$ cat src/ptt_pkg.sv
// Shared types and codes of the pending transaction timeout table.
`default_nettype none

package ptt_pkg;

    typedef enum logic [1:0] {
        OP_ADD    = 2'd0,
        OP_TAKE   = 2'd1,
        OP_DELETE = 2'd2,
        OP_TICK   = 2'd3
    } ptt_op_t;

    typedef enum logic [2:0] {
        KIND_ADDED       = 3'd0,
        KIND_FULL        = 3'd1,
        KIND_TAKEN       = 3'd2,
        KIND_TAKE_MISS   = 3'd3,
        KIND_DELETED     = 3'd4,
        KIND_DELETE_MISS = 3'd5,
        KIND_EXPIRED     = 3'd6,
        KIND_TICK_DONE   = 3'd7
    } ptt_kind_t;

    typedef enum logic [1:0] {
        S_IDLE,
        S_ADD,
        S_FIND,
        S_TICK
    } ptt_state_t;

    localparam int QUEUE_DEPTH = 2;

    typedef struct packed {
        logic [1:0]  command;
        logic [31:0] end_to_end_id;
        logic [31:0] hop_by_hop_id;
        logic [31:0] context_handle;
        logic        has_callback;
        logic        release_flag;
        logic [15:0] timeout_seconds;
        logic [31:0] now_time;
    } ptt_item_t;

    typedef struct packed {
        logic [2:0]  kind;
        logic [31:0] out_end_to_end_id;
        logic [31:0] out_hop_by_hop_id;
        logic [31:0] out_context;
        logic        out_notify;
        logic        out_release_flag;
        logic [31:0] out_expiry;
        logic        last;
    } ptt_result_t;

    typedef struct packed {
        logic [31:0] e2e;
        logic [31:0] hbh;
        logic [31:0] ctx;
        logic        notify;
        logic        drop;
        logic [31:0] expiry;
    } ptt_entry_t;

    // Classified work word handed from the front to the back.
    typedef struct packed {
        ptt_op_t     op;
        ptt_entry_t  entry;
        logic [31:0] now_time;
    } ptt_job_t;

endpackage

`default_nettype wire

$ cat src/ptt_if.sv
// Handshake channels of the table: request items in, result words out.
`default_nettype none

interface ptt_in_if;
    logic              valid;
    logic              ready;
    ptt_pkg::ptt_item_t data;
    modport source (output valid, output data, input ready);
    modport sink   (input valid, input data, output ready);
endinterface


`default_nettype wire

$ cat src/ptt_front.sv
// Front end: accepts requests, computes expiry, queues classified jobs.
`default_nettype none

module ptt_front (
    input  wire logic        clk,
    input  wire logic        rst_n,
    ptt_in_if.sink           in_ch,
    output ptt_pkg::ptt_job_t job,
    output logic             job_valid,
    input  wire logic        job_ready
);
    import ptt_pkg::*;

    ptt_job_t    queue_reg [QUEUE_DEPTH];
    logic        wr_ptr_reg, wr_ptr_next;
    logic        rd_ptr_reg, rd_ptr_next;
    logic [1:0]  fill_reg, fill_next;
    logic        push, pop;
    logic [32:0] sum;
    ptt_job_t    incoming;

    assign in_ch.ready = (fill_reg != 2'(QUEUE_DEPTH));
    assign push        = in_ch.valid && in_ch.ready;
    assign job_valid   = (fill_reg != 2'd0);
    assign pop         = job_valid && job_ready;
    assign job         = queue_reg[rd_ptr_reg];

    always_comb
    begin
        sum = {1'b0, in_ch.data.now_time} + {17'd0, in_ch.data.timeout_seconds};
        incoming.op           = ptt_op_t'(in_ch.data.command);
        incoming.entry.e2e    = in_ch.data.end_to_end_id;
        incoming.entry.hbh    = in_ch.data.hop_by_hop_id;
        incoming.entry.ctx    = in_ch.data.context_handle;
        incoming.entry.notify = in_ch.data.has_callback;
        incoming.entry.drop   = in_ch.data.release_flag;
        // saturate at the time maximum
        incoming.entry.expiry = sum[32] ? 32'hFFFF_FFFF : sum[31:0];
        incoming.now_time     = in_ch.data.now_time;
        wr_ptr_next = push ? ~wr_ptr_reg : wr_ptr_reg;
        rd_ptr_next = pop ? ~rd_ptr_reg : rd_ptr_reg;
        fill_next   = fill_reg + 2'(push) - 2'(pop);
    end

    always_ff @(posedge clk or negedge rst_n)
    begin
        if (!rst_n)
        begin
            wr_ptr_reg <= 1'b0;
            rd_ptr_reg <= 1'b0;
            fill_reg   <= 2'd0;
        end
        else
        begin
            wr_ptr_reg <= wr_ptr_next;
            rd_ptr_reg <= rd_ptr_next;
            fill_reg   <= fill_next;
        end
    end

    always_ff @(posedge clk)
    begin
        if (push)
        begin
            queue_reg[wr_ptr_reg] <= incoming;
        end
    end

`ifndef SYNTHESIS
    a_fill_bound: assert property (@(posedge clk) disable iff (!rst_n)
        fill_reg <= 2'(QUEUE_DEPTH)) else $error("queue overfilled");
    a_fill_track: assert property (@(posedge clk) disable iff (!rst_n)
        push && !pop |=> fill_reg == $past(fill_reg) + 2'd1)
        else $error("queue fill lost a push");
    a_ptr_sync: assert property (@(posedge clk) disable iff (!rst_n)
        (fill_reg == 2'd0 || fill_reg == 2'(QUEUE_DEPTH)) |-> wr_ptr_reg == rd_ptr_reg)
        else $error("queue pointers out of step");
`endif

endmodule

`default_nettype wire

$ cat src/flat_wrapper.sv
// flat-port wrapper written by rule: the top's interface ports become plain ports
module ptt_front_flat import ptt_pkg::*;
  (clk, rst_n, job, job_valid, job_ready, in_ch_valid, in_ch_data, in_ch_ready);
  ptt_in_if in_ch_i ();
  input  wire logic clk;
  input  wire logic rst_n;
  output ptt_pkg::ptt_job_t job;
  output logic job_valid;
  input  wire logic job_ready;
  input wire logic [$bits(in_ch_i.valid)-1:0] in_ch_valid;
  input wire logic [$bits(in_ch_i.data)-1:0] in_ch_data;
  output wire logic [$bits(in_ch_i.ready)-1:0] in_ch_ready;
  assign in_ch_i.valid = in_ch_valid;
  assign in_ch_i.data = in_ch_data;
  assign in_ch_ready = in_ch_i.ready;
  ptt_front u_core (.clk(clk), .rst_n(rst_n), .in_ch(in_ch_i), .job(job), .job_valid(job_valid), .job_ready(job_ready));
endmodule
$ cat config.mk
export PLATFORM = sky130hd
export DESIGN_NAME = ptt_front_flat
export DESIGN_NICKNAME = d
export VERILOG_FILES = /design/src/ptt_pkg.sv /design/src/ptt_if.sv /design/src/ptt_front.sv /design/src/flat_wrapper.sv
export SDC_FILE = /design/constraint.sdc
export NUM_CORES = 1
export LEC_CHECK = 0
export ABC_CLOCK_PERIOD_IN_PS = 8800
export BUFFER_PORTS_ARGS = -buffer_cell sky130_fd_sc_hd__buf_2
export CAP_MARGIN = 20
export CORE_UTILIZATION = 48
export DETAILED_ROUTE_END_ITERATION = 8
export HOLD_SLACK_MARGIN = 0.15
export PLACE_DENSITY = 0.8
export SYNTH_ARGS = -nofsm -noshare
export SYNTH_HDL_FRONTEND = slang
export SYNTH_SLANG_ARGS = --single-unit
$ cat constraint.sdc
create_clock -name clk -period 8.8 [get_ports clk]
set_clock_uncertainty 0.15 [all_clocks]
set_input_delay 1.32 -clock clk [delete_from_list [all_inputs] [get_ports clk]]
set_output_delay 1.32 -clock clk [all_outputs]
set_load 0.02 [all_outputs]
==> metrics.yaml <==
route:
  ant_nets: 0
  vias: 7596
  drt-initial-drc-count: 506
  routed_via_density: 5.31
  drc: 0
  wl_per_cell_um: 18.9
  routed_wl_mm: 27.0
  drt-pass1-iter-count: 5
global_route:
  grt_max_degree: 77
  grt_pass1_vias: 7727
  track_usage_pct: 18.5
  grt_pass1_wl_mm: 40.3
  grt_overflow: 0
  antenna_found_initial: 5
layout:
  fillers: 2015
  instances_no_fill: 1430
  drive_gt1_share_pct: 50.8
  largest_reg_flops: 328
  syn_to_final_growth_pct: 23.2
  final_util_pct: 60.5
  nets: 1231
sta:
  max_slew_margin_pct: 32.8
  slew_violations: 0
  rsz0062_at_grt: "false"
  layout_worst_path_cycle_share_pct: 50.8
  hold_slack_ps: 381
  hold_viol: 0
  setup-tns-final_ps: 0
  fmax_mhz: 224
  tightest_slew_ps: 1010
  layout_min_cycle_time_ps: 4470
  finalSetupViolCount: 0
die:
  num_rows: 60
  initial_core_util_pct: 49.1
  coreArea_um2: 27000
  ioPinCount: 318
  die_x_um: 168
  die_area_um2: 28300
  fp.dieH_um: 168
synth:
  synth_top_area_share_pct: 74.2
  synthesis.instances: 727
  ys_top_cells_by_count: "328 x edfxtp_1, 170 x mux2_2, 30 x nand2_1"
  ys_seq_area_share_pct: 74.9
  ys_seq_elements: 332
  yosysTopAreaCell: "edfxtp_1"
  yosysMostFrequentCell: "edfxtp_1"
  ys.flop_type: "edfxtp_1"
  ys_top_cells_by_area: "edfxtp_1 74%, mux2_2 14%, ha_1 1.7%, nand2_1 0.85%, dfrtp_1 0.75%"
  synthArstFlopShare_pct: 1.20
  yosysUniqueCellTypes: 47
  synth_area_per_cell_um2: 18.3
  yosys_warnings: 0
  synth_nets: 898
  synth-edff-count: 328
  syn-cell-area_um2: 13300
critical_path:
  worst_path_dominant_cell_family: "compound AO/OA/AOI/OAI gates"
  arrival_ps: 4560
  cp_slowest_cell: "or3b_1"
  cp.required_ps: 8890
  crit_path_end_kind: "flop"
  path_max_fanout: 28
  worstSetupStartpointType: "input port"
  cp_num_buf_inv: 1
  crit_chain: "buf_2, ha_1, fa_1, a211oi_2, nor3_2, o41a_1, a21boi_4, or3b_1, nand2_1, mux2_2"
  worstSetupPathType: "input port to flop"
  slowest_delay_ps: 820
clock_network:
  cts_buffer_depth: 3
  cts.clk_slew.worst_paths_ps: 60
  cts_tree: "yes"
  cts_resized: 0
  hold_buffers: 0
  cts_root_buffer: "clkbuf_16"
  cts_setup_buffers: 0
  clock_sinks: 332
  h-tree-depth: 2
  clock_latency_ps: 510
  cts_made_buffers: 35
worst_hold_path:
  hold_class: "flop to flop"
job:
  cap_violations: 0
status:
  status: "finished clean"
placement:
  dp.cells: 1364
  dp_hpwl_mm: 18.1
  io_buffers: 317
  gp_congestion: 0.800
power:
  p_per_area_nw_per_um2: 336
  power_mw: 5.49
  ir_drop_mv: 0.211
  p_leak_nw: 6.18
## cells in the final DEF (no fill, tap or decap), types with 5 or more instances in the layout
cell,instances
o21ai_0,15
buf_2,317
nor2_1,13
buf_4,6
xnor2_1,11
inv_1,7
clkbuf_1,10
xor2_1,6
and3_1,5
nand2_1,30
clkinv_1,5
edfxtp_1,328
nand3_1,16
mux2_2,170
a21oi_1,18
ha_1,18
clkbuf_16,36
a21o_1,6
## worst register-to-register path, cell delays in order (launching register included)
cell	delay [ps]
dfrtp_1	410
nand2_1	120
nand2_1	140
nor2_4	580
buf_4	850
## metal layers
metal	up-vias	GRT usage [%]	wire, um
met5	-	0	10
met4	2	7.67	770
met3	55	5.17	2200
met2	313	32.0	13400
met1	3707	21.6	10600
li1	3519	-	-
## path summary, 6_finish.rpt
kind	start	end	slack (ps)	cells after the start
setup / recovery	in_ch_data[0]	u_core.queue_reg[0][63]$_DFFE_PP_	4330	10
hold / removal	u_core.fill_reg[1]$_DFF_PN0_	u_core.fill_reg[1]$_DFF_PN0_	380	1
setup reg to reg	u_core.fill_reg[1]$_DFF_PN0_	u_core.queue_reg[0][83]$_DFFE_PP_	6060	4
hold reg to reg	u_core.fill_reg[1]$_DFF_PN0_	u_core.fill_reg[1]$_DFF_PN0_	380	1
max in group asynchronous	rst_n	u_core.rd_ptr_reg$_DFFE_PN0P_	7890	1
min in group asynchronous	rst_n	u_core.fill_reg[0]$_DFF_PN0_	460	1
## kinds of logic after synthesis
kind of cell             after synthesis  share of synthesized area, %
flip-flops                           332                          74.9
multiplexers                         171                          14.5
AND/OR/NAND/NOR                       91                          3.43
AO/OA/AOI/OAI                         63                          3.11
buffers and inverters                 34                          1.06
adder cells (fa/ha/maj)               19                          1.85
XOR/XNOR                              17                          1.12
## power by group
group	total, mW	internal (mW)	switching [mW]
logic	1.79	0.674	1.12
registers	2.28	2.18	0.105
clock network	1.42	0.846	0.571
total	5.49	3.70	1.79
## cell type report
class | instances | area (um^2) | share of cell area [%]
clock buffer | 46 | 938 | 5.73
sequential | 332 | 9950 | 60.8
inverter | 7 | 26.3 | 0.161
clock inverter | 16 | 178 | 1.09
antenna | 4 | 10.0 | 0.0612
timing repair buffer | 323 | 1630 | 9.97
multi-input combinational | 361 | 3200 | 19.6
tap | 341 | 427 | 2.61
## metrics by stage
step / area (um^2) / worst slack [ps]
6_report: 16400 / 4330
3_3_place_gp: 15200 / 3880
5_1_grt: 16400 / 4100
3_5_place_dp: 15200 / 3800
4_1_cts: 16400 / 4320
2_1_floorplan: 13300 / 2510
No activity file was read; power rests on OpenSTA's default activity.
